===== src/sv/dttt_pkg.sv =====
// ----------------------------------------------------------------------------
// dttt_pkg: shared definitions for the deadline task timer table
// Table sizes, request codes, stream widths and the command and status
// bundles between the controller and the datapath.
// ----------------------------------------------------------------------------
package dttt_pkg;

	// Table geometry.
	localparam int TABLE_DEPTH = 16;
	localparam int KEY_BITS    = 32;
	// Key bits that take part in the compare and are stored.
	localparam int KEY_W       = (KEY_BITS < 32) ? KEY_BITS : 32;
	localparam int IDX_W       = (TABLE_DEPTH > 1) ? $clog2(TABLE_DEPTH) : 1;
	localparam int CNT_W       = $clog2(TABLE_DEPTH + 1);

	// Seconds to milliseconds.
	localparam logic [9:0] MS_PER_SEC = 10'd1000;

	// Request codes.
	localparam logic [1:0] REQ_ADD    = 2'd0;
	localparam logic [1:0] REQ_REMOVE = 2'd1;
	localparam logic [1:0] REQ_RUN    = 2'd2;

	// Result status codes.
	localparam logic STATUS_OK   = 1'b0;
	localparam logic STATUS_FULL = 1'b1;

	// Stream data widths, padded to whole bytes.
	localparam int IN_DATA_W  = 88;
	localparam int OUT_DATA_W = 72;

	// Commands from the controller to the datapath.
	typedef struct packed {
		logic load;        // capture the accepted request
		logic scan_start;  // restart the table scan and clear its results
		logic scan_en;     // issue the next table address
		logic commit;      // apply the table update and load the result
	} ctrl_cmd_t;

	// Status from the datapath to the controller.
	typedef struct packed {
		logic scan_last;   // the address being issued is the last slot
		logic out_free;    // the result register can take a beat
		logic expired;     // the earliest task is due on a run request
	} dp_status_t;

endpackage


===== src/sv/dttt_ctrl.sv =====
// ----------------------------------------------------------------------------
// dttt_ctrl: request sequencer of the deadline task timer table
// Accepts one request, steps the datapath through a table scan, waits for
// the result register and repeats the scan while due tasks remain.
// ----------------------------------------------------------------------------
module dttt_ctrl (
	input  logic                   clk,
	input  logic                   arst_n,
	input  logic                   in_valid,
	output logic                   in_ready,
	output dttt_pkg::ctrl_cmd_t    cmd,
	input  dttt_pkg::dp_status_t   st
);
	import dttt_pkg::*;

	localparam logic [2:0] S_IDLE  = 3'd0;
	localparam logic [2:0] S_SCAN  = 3'd1;
	localparam logic [2:0] S_DRAIN = 3'd2;
	localparam logic [2:0] S_MERGE = 3'd3;
	localparam logic [2:0] S_DONE  = 3'd4;

	logic [2:0] state_q;
	logic [2:0] state_d;

	// Next state and commands.
	always_comb begin
		state_d        = state_q;
		cmd            = '0;
		in_ready       = 1'b0;
		unique case (state_q)
			S_IDLE: begin
				in_ready = 1'b1;
				if (in_valid) begin
					cmd.load       = 1'b1;
					cmd.scan_start = 1'b1;
					state_d        = S_SCAN;
				end
			end
			S_SCAN: begin
				cmd.scan_en = 1'b1;
				if (st.scan_last) begin
					state_d = S_DRAIN;
				end
			end
			S_DRAIN: begin
				state_d = S_MERGE;
			end
			S_MERGE: begin
				state_d = S_DONE;
			end
			S_DONE: begin
				if (st.out_free) begin
					cmd.commit = 1'b1;
					if (st.expired) begin
						cmd.scan_start = 1'b1;
						state_d        = S_SCAN;
					end else begin
						state_d = S_IDLE;
					end
				end
			end
			default: begin
				state_d = S_IDLE;
			end
		endcase
	end

	// State register.
	always_ff @(posedge clk or negedge arst_n) begin
		if (!arst_n) begin
			state_q <= S_IDLE;
		end else begin
			state_q <= state_d;
		end
	end

endmodule


===== src/sv/dttt_datapath.sv =====
// ----------------------------------------------------------------------------
// dttt_datapath: task storage, scan and result register
// Holds the slot valid bits, the key and deadline memories, the request
// registers, the scan accumulators and the output beat register.
// ----------------------------------------------------------------------------
module dttt_datapath (
	input  logic                     clk,
	input  logic                     arst_n,
	input  dttt_pkg::ctrl_cmd_t      cmd,
	output dttt_pkg::dp_status_t     st,
	input  logic [1:0]               req_type,
	input  logic [31:0]              task_key,
	input  logic signed [16:0]       delay_sec,
	input  logic [31:0]              now_ms,
	output logic                     out_valid,
	input  logic                     out_ready,
	output logic                     out_status,
	output logic                     out_expired,
	output logic [31:0]              out_key,
	output logic signed [31:0]       out_next,
	output logic [4:0]               out_count,
	output logic                     out_last
);
	import dttt_pkg::*;

	// Request registers.
	logic [1:0]        req_q;
	logic [KEY_W-1:0]  key_q;
	logic [16:0]       dly_q;
	logic [31:0]       now_q;

	// Deadline arithmetic.
	logic [25:0]       prod_s1;
	logic [31:0]       deadline_s2;
	logic [32:0]       sum;

	// Table storage.
	logic [TABLE_DEPTH-1:0] valid_q;
	logic [CNT_W-1:0]       count_q;
	logic [CNT_W-1:0]       count_next;
	logic [KEY_W-1:0]       key_mem [TABLE_DEPTH];
	logic [31:0]            dl_mem  [TABLE_DEPTH];

	// Scan pipeline.
	logic [IDX_W-1:0]  idx_q;
	logic [IDX_W-1:0]  cmp_idx_s1;
	logic              cmp_en_s1;
	logic [KEY_W-1:0]  rd_key_s1;
	logic [31:0]       rd_dl_s1;

	// Scan accumulators.
	logic              hit_found_q;
	logic [IDX_W-1:0]  hit_idx_q;
	logic              free_found_q;
	logic [IDX_W-1:0]  free_idx_q;
	logic              best_found_q;
	logic [IDX_W-1:0]  best_idx_q;
	logic [31:0]       best_dl_q;
	logic [KEY_W-1:0]  best_key_q;
	logic              fin_found_q;
	logic [31:0]       fin_dl_q;

	// Compare stage and finish terms.
	logic              slot_v;
	logic              key_hit;
	logic              excl;
	logic              ins;
	logic              due;
	logic              expired;
	logic              full;
	logic [32:0]       diff;
	logic [31:0]       next_ms;
	logic              wr_en;
	logic [IDX_W-1:0]  wr_idx;

	// Capture the accepted request.
	always_ff @(posedge clk) begin
		if (cmd.load) begin
			req_q <= req_type;
			key_q <= task_key[KEY_W-1:0];
			dly_q <= delay_sec;
			now_q <= now_ms;
		end
	end

	// Deadline: now plus delay in milliseconds, saturated, or now if negative.
	assign sum = {1'b0, now_q} + 33'(prod_s1);

	always_ff @(posedge clk) begin
		prod_s1 <= 26'(dly_q[15:0]) * 26'(MS_PER_SEC);
		if (dly_q[16]) begin
			deadline_s2 <= now_q;
		end else if (sum[32]) begin
			deadline_s2 <= 32'hFFFF_FFFF;
		end else begin
			deadline_s2 <= sum[31:0];
		end
	end

	// Scan address counter; it stops at the last slot.
	assign st.scan_last = (idx_q == IDX_W'(TABLE_DEPTH - 1));

	always_ff @(posedge clk or negedge arst_n) begin
		if (!arst_n) begin
			idx_q     <= '0;
			cmp_en_s1 <= 1'b0;
		end else begin
			cmp_en_s1 <= cmd.scan_en;
			if (cmd.scan_start) begin
				idx_q <= '0;
			end else if (cmd.scan_en && !st.scan_last) begin
				idx_q <= idx_q + IDX_W'(1);
			end
		end
	end

	// Key and deadline memories with a registered read port.
	always_ff @(posedge clk) begin
		if (wr_en) begin
			key_mem[wr_idx] <= key_q;
			dl_mem[wr_idx]  <= deadline_s2;
		end
	end

	always_ff @(posedge clk) begin
		rd_key_s1  <= key_mem[idx_q];
		rd_dl_s1   <= dl_mem[idx_q];
		cmp_idx_s1 <= idx_q;
	end

	// Compare stage terms. The matched slot of an add or remove is left out
	// of the earliest search, since its deadline is replaced or dropped.
	assign slot_v  = valid_q[cmp_idx_s1];
	assign key_hit = slot_v && (rd_key_s1 == key_q);
	assign excl    = ((req_q == REQ_ADD) || (req_q == REQ_REMOVE)) && key_hit && !hit_found_q;

	// Scan accumulators: first key match, first free slot, earliest deadline.
	always_ff @(posedge clk or negedge arst_n) begin
		if (!arst_n) begin
			hit_found_q  <= 1'b0;
			free_found_q <= 1'b0;
			best_found_q <= 1'b0;
		end else if (cmd.scan_start) begin
			hit_found_q  <= 1'b0;
			free_found_q <= 1'b0;
			best_found_q <= 1'b0;
		end else if (cmp_en_s1) begin
			if (key_hit && !hit_found_q) begin
				hit_found_q <= 1'b1;
			end
			if (!slot_v && !free_found_q) begin
				free_found_q <= 1'b1;
			end
			if (slot_v && !excl && (!best_found_q || (rd_dl_s1 < best_dl_q))) begin
				best_found_q <= 1'b1;
			end
		end
	end

	always_ff @(posedge clk) begin
		if (cmp_en_s1) begin
			if (key_hit && !hit_found_q) begin
				hit_idx_q <= cmp_idx_s1;
			end
			if (!slot_v && !free_found_q) begin
				free_idx_q <= cmp_idx_s1;
			end
			if (slot_v && !excl && (!best_found_q || (rd_dl_s1 < best_dl_q))) begin
				best_idx_q <= cmp_idx_s1;
				best_dl_q  <= rd_dl_s1;
				best_key_q <= rd_key_s1;
			end
		end
	end

	// Merge the new deadline of an add into the earliest deadline.
	assign ins = (req_q == REQ_ADD) && (hit_found_q || free_found_q);

	always_ff @(posedge clk or negedge arst_n) begin
		if (!arst_n) begin
			fin_found_q <= 1'b0;
		end else begin
			fin_found_q <= best_found_q || ins;
		end
	end

	always_ff @(posedge clk) begin
		if (ins && (!best_found_q || (deadline_s2 < best_dl_q))) begin
			fin_dl_q <= deadline_s2;
		end else begin
			fin_dl_q <= best_dl_q;
		end
	end

	// Time to the next deadline, clamped at zero and saturated.
	assign diff    = {1'b0, fin_dl_q} - {1'b0, now_q};
	assign due     = fin_found_q && (fin_dl_q <= now_q);
	assign expired = (req_q == REQ_RUN) && due;
	assign full    = (req_q == REQ_ADD) && !hit_found_q && !free_found_q;

	always_comb begin
		if (!fin_found_q) begin
			next_ms = 32'hFFFF_FFFF;
		end else if (due) begin
			next_ms = '0;
		end else if (diff[31]) begin
			next_ms = 32'h7FFF_FFFF;
		end else begin
			next_ms = diff[31:0];
		end
	end

	assign st.expired  = expired;
	assign st.out_free = !out_valid || out_ready;

	// Table write on an add that refreshes or inserts.
	assign wr_en  = cmd.commit && ins;
	assign wr_idx = hit_found_q ? hit_idx_q : free_idx_q;

	// Task count after this beat's effect.
	always_comb begin
		count_next = count_q;
		if (cmd.commit) begin
			if (expired) begin
				count_next = count_q - CNT_W'(1);
			end else if ((req_q == REQ_ADD) && !hit_found_q && free_found_q) begin
				count_next = count_q + CNT_W'(1);
			end else if ((req_q == REQ_REMOVE) && hit_found_q) begin
				count_next = count_q - CNT_W'(1);
			end
		end
	end

	// Slot valid bits and count.
	always_ff @(posedge clk or negedge arst_n) begin
		if (!arst_n) begin
			valid_q <= '0;
			count_q <= '0;
		end else begin
			count_q <= count_next;
			if (cmd.commit) begin
				if (expired) begin
					valid_q[best_idx_q] <= 1'b0;
				end else if ((req_q == REQ_ADD) && !hit_found_q && free_found_q) begin
					valid_q[free_idx_q] <= 1'b1;
				end else if ((req_q == REQ_REMOVE) && hit_found_q) begin
					valid_q[hit_idx_q] <= 1'b0;
				end
			end
		end
	end

	// Result beat register.
	always_ff @(posedge clk or negedge arst_n) begin
		if (!arst_n) begin
			out_valid <= 1'b0;
		end else if (cmd.commit) begin
			out_valid <= 1'b1;
		end else if (out_ready) begin
			out_valid <= 1'b0;
		end
	end

	always_ff @(posedge clk) begin
		if (cmd.commit) begin
			out_status  <= expired ? STATUS_OK : (full ? STATUS_FULL : STATUS_OK);
			out_expired <= expired;
			out_key     <= expired ? 32'(best_key_q) : '0;
			out_next    <= expired ? '0 : next_ms;
			out_count   <= 5'(count_next);
			out_last    <= !expired;
		end
	end

endmodule


===== src/sv/deadline_task_timer_table.sv =====
// ----------------------------------------------------------------------------
// deadline_task_timer_table: table of pending timed tasks
// Adds, refreshes and removes keyed tasks with millisecond deadlines and
// reports due tasks earliest first, with the time to the next deadline.
// ----------------------------------------------------------------------------
// Channel  Dir  Beat contents (low bits first)
// s_*      in   tuser: req_type; tdata: task_key, delay_sec, now_ms
// m_*      out  tuser: expired_valid; tlast: last;
//               tdata: status, expired_key, next_ms, pending_count
//
// Each request is one pass over the table, one slot a cycle through the single
// read port of the memories, then through the read, compare and merge registers
// to the result beat; the next request is taken once that beat is loaded. A run
// repeats the pass for each due task, one reported beat per pass. Reset clears the
// valid bits and the count at once. A stalled result beat holds the table;
// s_tready is high only between requests, also while a result waits on m_tready.
// ----------------------------------------------------------------------------
module deadline_task_timer_table (
	input  logic                           clk,
	input  logic                           arst_n,
	input  logic                           s_tvalid,
	output logic                           s_tready,
	// [31:0] task_key, [48:32] delay_sec, [80:49] now_ms, [87:81] zero
	input  logic [dttt_pkg::IN_DATA_W-1:0] s_tdata,
	// [1:0] req_type
	input  logic [1:0]                     s_tuser,
	output logic                           m_tvalid,
	input  logic                           m_tready,
	// [0] status, [32:1] expired_key, [64:33] next_ms, [69:65] pending_count,
	// [71:70] zero
	output logic [dttt_pkg::OUT_DATA_W-1:0] m_tdata,
	// [0] expired_valid
	output logic                           m_tuser,
	output logic                           m_tlast
);
	import dttt_pkg::*;

	ctrl_cmd_t          cmd;
	dp_status_t         st;
	logic               out_status;
	logic [31:0]        out_key;
	logic signed [31:0] out_next;
	logic [4:0]         out_count;

	// Request sequencer.
	dttt_ctrl u_ctrl (
		.clk      (clk),
		.arst_n   (arst_n),
		.in_valid (s_tvalid),
		.in_ready (s_tready),
		.cmd      (cmd),
		.st       (st)
	);

	// Storage, scan and result register.
	dttt_datapath u_dp (
		.clk         (clk),
		.arst_n      (arst_n),
		.cmd         (cmd),
		.st          (st),
		.req_type    (s_tuser),
		.task_key    (s_tdata[31:0]),
		.delay_sec   (s_tdata[48:32]),
		.now_ms      (s_tdata[80:49]),
		.out_valid   (m_tvalid),
		.out_ready   (m_tready),
		.out_status  (out_status),
		.out_expired (m_tuser),
		.out_key     (out_key),
		.out_next    (out_next),
		.out_count   (out_count),
		.out_last    (m_tlast)
	);

	// Pack the result beat.
	assign m_tdata = {2'b00, out_count, out_next, out_key, out_status};

endmodule


===== config.mk =====
export PLATFORM = sky130hd
export DESIGN_NAME = deadline_task_timer_table
export DESIGN_NICKNAME = d
export VERILOG_FILES = /design/src/sv/dttt_pkg.sv /design/src/sv/dttt_ctrl.sv /design/src/sv/dttt_datapath.sv /design/src/sv/deadline_task_timer_table.sv
export SDC_FILE = /design/constraint.sdc
export NUM_CORES = 2
export LEC_CHECK = 0
export BUFFER_PORTS_ARGS = -buffer_cell sky130_fd_sc_hd__buf_4
export CORE_MARGIN = 2
export CORE_UTILIZATION = 41
export DETAILED_ROUTE_END_ITERATION = 10
export GPL_TIMING_DRIVEN = 0
export PLACE_DENSITY = 0.63
export SYNTH_ARGS = -nofsm -noshare
export SYNTH_HDL_FRONTEND = slang
export SYNTH_HIERARCHICAL = 1
export SYNTH_SLANG_ARGS = --single-unit

===== constraint.sdc =====
create_clock -name clk -period 9.1 [get_ports clk]
set_input_delay 1.365 -clock clk [delete_from_list [all_inputs] [get_ports clk]]
set_output_delay 1.365 -clock clk [all_outputs]
set_load 0.005 [all_outputs]

# ---- Word-level counts from Yosys, hierarchy flattened
# Memories as Yosys holds them, arrays and structs flattened. A register that Yosys moved wholly into a read port is not among the register bits.
# Cells that the tools add are included.
# W data, S select, Z words.
dict set report word_totals {
  memories 2
  ram_bits 1024
  word_cells 166
  inputBits 94
  register_bits 356
  out_inout_bits 76
}
dict set report op_classes {
  addsub 5
  n_mul 1
  eq_ne 11
  order_cmp 10
  mux 52
  reduce_logical 51
  n_bitwise 5
}
# memory depth word_bits read_ports rd_clocked_by_memory_dff write_ports line
set memory_table {}
lappend memory_table {u_dp.dl_mem 16 32 1 1 1 dttt_datapath.sv:42} ;# logic [31:0] dl_mem [TABLE_DEPTH];
lappend memory_table {u_dp.key_mem 16 32 1 1 1 dttt_datapath.sv:41} ;# logic [KEY_W-1:0] key_mem [TABLE_DEPTH];
# cell n
set op_table {}
lappend op_table {{$mux W32} 5}
lappend op_table {{$lt A32 B32 Y1} 2}
lappend op_table {{$mux W16} 3}
lappend op_table {{$add A32 B26 Y33} 1}
lappend op_table {{$and A16 B16 Y16} 2}
lappend op_table {{$eq A32 B32 Y1} 1}
lappend op_table {{$le A32 B32 Y1} 1}
lappend op_table {{$not A16 Y16} 2}
lappend op_table {{$sub A32 B32 Y32} 1}
lappend op_table {{$mux W31} 1}
lappend op_table {{$mux W1} 26}
lappend op_table {{$mul A16 B7 Y23 const B} 1}
lappend op_table {{$logic_and A1 B1 Y1} 20}
lappend op_table {{$lt A4 B5 Y1 const B} 4}
lappend op_table {{$mux W5} 4}
lappend op_table {{$or A16 B16 Y16} 1}
lappend op_table {{$pmux W3 S5} 1}
lappend op_table {{$reduce_and A2 Y1} 7}
lappend op_table {{$demux W1 S4} 3}
lappend op_table {{$ge A4 B1 Y1 const B} 3}
lappend op_table {{$mux W4} 3}
lappend op_table {{$reduce_bool A2 Y1} 6}
lappend op_table {{$mux W3} 3}
lappend op_table {{$logic_not A1 Y1} 8}
lappend op_table {{other kinds (19)} 26}

# ---- Depth between registers and ports, before layout
dict set report logic_depth {
  ltp_word 11
  depth_mapped 15
  depth_no_buf 15
}

# ---- By module
# The synthesis kept the hierarchy.
# module cells_each area_each_um2 instances seq_area_each_um2
set modules_own_cells {}
lappend modules_own_cells {dttt_datapath 3242 59300.6 1 41564.9}
lappend modules_own_cells {dttt_ctrl 21 203.9 1 75.1}
lappend modules_own_cells {deadline_task_timer_table 4 26.3 1 0.0}

# ---- Worst setup path before layout
# Ideal clock, no wire load.
dict set report synth_timing {
  path_kind {input -> register}
  from {input port m_tready}
  to {memory u_dp.dl_mem[0][0] (enable)}
  n_path_buf 1
  path_stages 7
  arrival_time_ns 6.966
  setup_time_ns 0.487
  required_ns 8.613
  slack_ns 1.648
  path_cell_list {nand2b_1 > and3_1 > clkbuf_1 > clkinv_1 > nor3b_1 > nand2_1 > nor2_1}
}
# item line
set synth_rtl {}
lappend synth_rtl {{start: declaration} deadline_task_timer_table.sv:28} ;# input logic m_tready,
lappend synth_rtl {{end: declaration} dttt_datapath.sv:42}

# ---- Final worst setup path
dict set report layout_timing {
  from {register u_dp.dly_q[2]}
  to {register u_dp.prod_s1[25]}
}
dict set report layout_via {
  elab_chain_cells 1
}
# item line
set layout_lines {}
lappend layout_lines {{start: declaration} dttt_datapath.sv:29} ;# logic [16:0] dly_q;
lappend layout_lines {{start signal: assignment} dttt_datapath.sv:81} ;# dly_q <= delay_sec;
lappend layout_lines {{$mul A16 B7 Y23} dttt_datapath.sv:90} ;# prod_s1 <= 26'(dly_q[15:0]) * 26'(MS_PER_SEC);
lappend layout_lines {{end signal: assignment} dttt_datapath.sv:90}
lappend layout_lines {{end: declaration} dttt_datapath.sv:33} ;# logic [25:0] prod_s1;
# No other way between the ends.
# A chain may end at the register's enable or synchronous reset.

==> key figures <==
Timing
  – Actual slew at the worst max-slew pin: 1.26 ns
  – Fin crit share: 54.3%
  – Final number of hold-violating endpoints: 0
  – Clk_skew: 0.0415 ns
  – WHS: ~0.44 ns
  – Slew HR: 15.8%
  – Tmin final: a little under 5 ns
  – RSZ-0062 raised after global routing: no
  – Final setup violation count: 0
  – FMAX: around 200 MHz
  – Max Slew Vio Count: 0

Synth
  – Netlist cell types: 84
  – Mapped cell area: around 60,000 sq um
  – Synth area leader: edfxtp_1
  – Share of synthesized registers carrying an async set or reset: between 2 and 2.5%
  – Synth area leaders: edfxtp_1 (63%), mux4_2 (12%), dfxtp_1 (5.2%)
  – Share of the synthesized area in the top cell type: a little over three fifths
  – Mean Syn Cell Area: about 18 sq um
  – Primary FF master, synth: edfxtp_1
  – Synthesized instance count: roughly 3,300
  – Synth Warn #: 6
  – #FFs+latches synth: between 1,000 and 1,500
  – Post-synth EDFFs: 1,255
  – Register area share after synthesis: approximately 70%

Finish
  – Multi-input logic area: between 15,000 and 20,000 sq um
  – Most frequent cells in the layout: edfxtp_1 (1,255), mux4_2 (325), ha_1 (173)
  – Nets: around 4,000
  – Area overhead of the layout relative to synthesis: 16.6%
  – Share of layout cells above drive strength 1: between 20% and 30%
  – Fillers: between 10,000 and 15,000
  – Commonest non-fill, non-tap cell in the layout: edfxtp_1
  – Register area: 41,600 sq um

Global route
  – GRT overflow: 0
  – GRT Overall Usage: between 20% and 30%
  – Number of global-route vias before repair: between 30,000 and 40,000
  – Pin count of the biggest net entering global routing: 48
  – First-pass GRT wire length: 214,000 um
  – Initial antenna violation count: 7

Setup path
  – Reg2Reg Depth: 15
  – Stages on worst setup path: 15
  – CP startpoint kind: flip-flop
  – Slowest Stage Delay on Critical Path: 0.57 ns
  – WP buf/inv: 2
  – Cells along the critical path: inv_1, fa_1, fa_1, fa_1, fa_1, inv_1, ha_1, a21oi_1, o211ai_1, a41oi_1, o211ai_1, a31oi_1, nor2_1, a311oi_1, xnor2_1
  – CP delay by family, top: adder cells
  – Worst R2R Setup Slack: around 4.2 ns
  – CP endpoint kind: flip-flop
  – Critical path class: reg2reg
  – Req. time, crit path: 9.75 ns
  – CP max-delay cell: edfxtp_1
  – Most frequent CP cell: fa_1
  – Max FO, Critical Path: 5
  – WP data arrival: between 5 and 6 ns

Floorplanning
  – Die W: a little under 400 um
  – IO Count: 170
  – Initial core utilization: about two fifths
  – Die height: 385 um
  – Core area: 144,000 sq um
  – DIE AREA: roughly 150,000 sq um
  – FP Rows: about 140

Clock network
  – Reg clk slew, reported paths: 0.07 ns
  – Post-cts gate resize count: 0
  – CTS Hold Bufs: 0
  – CTS tree: yes
  – H-Tree Depth: 4
  – Clk Latency, worst-skew pair: a little under 0.8 ns
  – Clock tree buffer depth: 3
  – CTS Root Cell: clkbuf_16
  – Sink Count: about 1,400
  – CTS Buf Count: roughly 150
  – Setup bufs post-CTS: 0

Power and ir drop
  – Combinational power share: 29.3%
  – NetSw: roughly 0.0066 W
  – Leakage: between 20 and 25 nW
  – Seq pwr share: about two fifths
  – Maximum VDD drop: between 0.2 and 0.25 mV
  – Sw frac: between 30% and 40%
  – Final Power: about 0.021 W
  – PD cells: approximately 300 nW/um^2
  – Internal: 0.0143 W
  – Clk pwr share: between 20% and 30%

Placement
  – Port-buffer cells: 160
  – Hpwl dp: about 100,000 um
  – RePlAce Congestion: between 0.9 and 1

Routing
  – Wire length per cell: around 26 um
  – Routed wire length: 150,000 um
  – Vias after detailed routing: 31,700
  – Detailed Route Iter0 Violations: ~3,200
  – DR vias/cell: around 5.6
  – Antenna viol nets, final: 0
  – Number of detailed-route iterations in the first pass: 5
  – Number of remaining DRC errors: 0

Min path
  – WHS Path Cells: 0
  – Hold crit path type: reg2reg

Outcome
  – Outcome: finished, final reports clean

Job
  – Max Cap Violations: 0
## worst register-to-register path, delay by kind of cell, from the launching register on
family                     cells  cell delay (ns)
buffers and inverters          2             0.21
AOI/OAI and AO/OA              6             1.48
DFF                            1             0.57
xor gates and xnor gates       1             0.13
adders and majority gates      5             2.31
and+or+nand+nor                1             0.11
## path summary, 6_finish.rpt
check	start	to
worst max-delay path	u_dp/dly_q[2]	u_dp/prod_s1[25]
worst min-delay path	u_dp/rd_dl_s1[10]	u_dp/best_dl_q[10]
worst max register to register	u_dp/dly_q[2]	u_dp/prod_s1[25]
worst min register to register	u_dp/rd_dl_s1[10]	u_dp/best_dl_q[10]
max in group asynchronous	arst_n	u_dp/idx_q[0]
min in group asynchronous	arst_n	u_dp/valid_q[4]
## synth_stat cells, types with 5 or more instances
library cell / n
a211o_1: 16
a211o_2: 6
a211oi_1: 13
a21o_1: 50
a21oi_1: 153
a22oi_1: 8
a31oi_1: 11
a41oi_1: 6
and3_1: 39
and4_1: 16
buf_1: 32
buf_2: 12
buf_4: 5
clkbuf_1: 70
dfrtp_1: 34
dfxtp_1: 155
edfxtp_1: 1255
fa_1: 56
ha_1: 173
inv_1: 164
mux2_2: 37
mux4_2: 325
nand2_1: 96
nand2b_1: 15
nand3_1: 41
nand4_1: 22
nor2_1: 87
nor2b_1: 25
nor3_1: 33
nor3b_1: 7
nor4_1: 11
o211ai_1: 11
o21a_1: 7
o21ai_0: 71
o21bai_1: 9
o31ai_1: 6
or2_2: 5
or3_1: 7
xnor2_1: 49
xor2_1: 50
## cells by family (layout without fill, tap and decap cells)
| family | Yosys count | count (layout) | synth area share (%) |
|---|---|---|---|
| fa+ha+maj | 229 | 229 | 5.52 |
| compound gates | 410 | 410 | 4.36 |
| xor+xnor | 99 | 99 | 1.46 |
| mux | 367 | 367 | 13.1 |
| other cells | 1 | 5 | 0.00630 |
| flops | 1444 | 1444 | 69.9 |
| buf+inv | 290 | 783 | 1.92 |
| simple gates | 427 | 427 | 3.70 |
## state kept, by name, indices dropped and copies added, names as in the netlist, 5 cells and up
register,flops
u_dp/out_count,5
u_dp/rd_key_s1,32
u_dp/dl_mem,512
u_dp/key_q,32
u_dp/prod_s1,23
u_dp/rd_dl_s1,32
u_dp/dly_q,17
u_dp/deadline_s2,32
u_dp/out_key,32
u_dp/now_q,32
u_dp/key_mem,512
u_dp/best_key_q,32
u_dp/fin_dl_q,32
u_dp/out_next,32
u_dp/best_dl_q,32
u_dp/valid_q,16
u_dp/count_q,5
## routing by layer
metal | track usage [%] | routed length [um]
met5 | 0 | 53
met4 | 5.34 | 3230
met3 | 4.54 | 11400
met2 | 31.6 | 70800
met1 | 28.4 | 64300
## power groups by stage
stage,Clock (W),Combinational [W],Sequential (W)
floorplan,0,0.00453,0.00849
global placement,0,0.00609,0.00886
detailed placement,0,0.00613,0.00887
CTS,0.00617,0.00617,0.00874
global route,0.00642,0.00669,0.00879
finish,0.00605,0.00611,0.00873
## final cells by class
class | instances | area share, %
Buffer | 125 | 0.757
Multi-Input combinational cell | 1534 | 24.3
Antenna cell | 3 | 0.0108
Clock inverter | 67 | 1.11
Sequential cell | 1444 | 60.0
Timing Repair Buffer | 219 | 3.53
Clock buffer | 207 | 5.97
Inverter | 165 | 0.892
Tap cell | 1903 | 3.43
## per-stage QoR
step,setup WS [ns],instances,utilization [%],instance area (sq um),TNS (ns)
after floorplan,1.65,3268,-,59500,0
after global placement,-4.06,5331,43.9,63100,-4115.45
after detailed placement,3.57,5390,44.9,64500,0
after CTS,4.14,5664,48.3,69400,0
after global routing,3.91,5664,48.3,69400,0
final,4.16,5667,48.3,69400,0
Power figures use the tool's default switching activity.
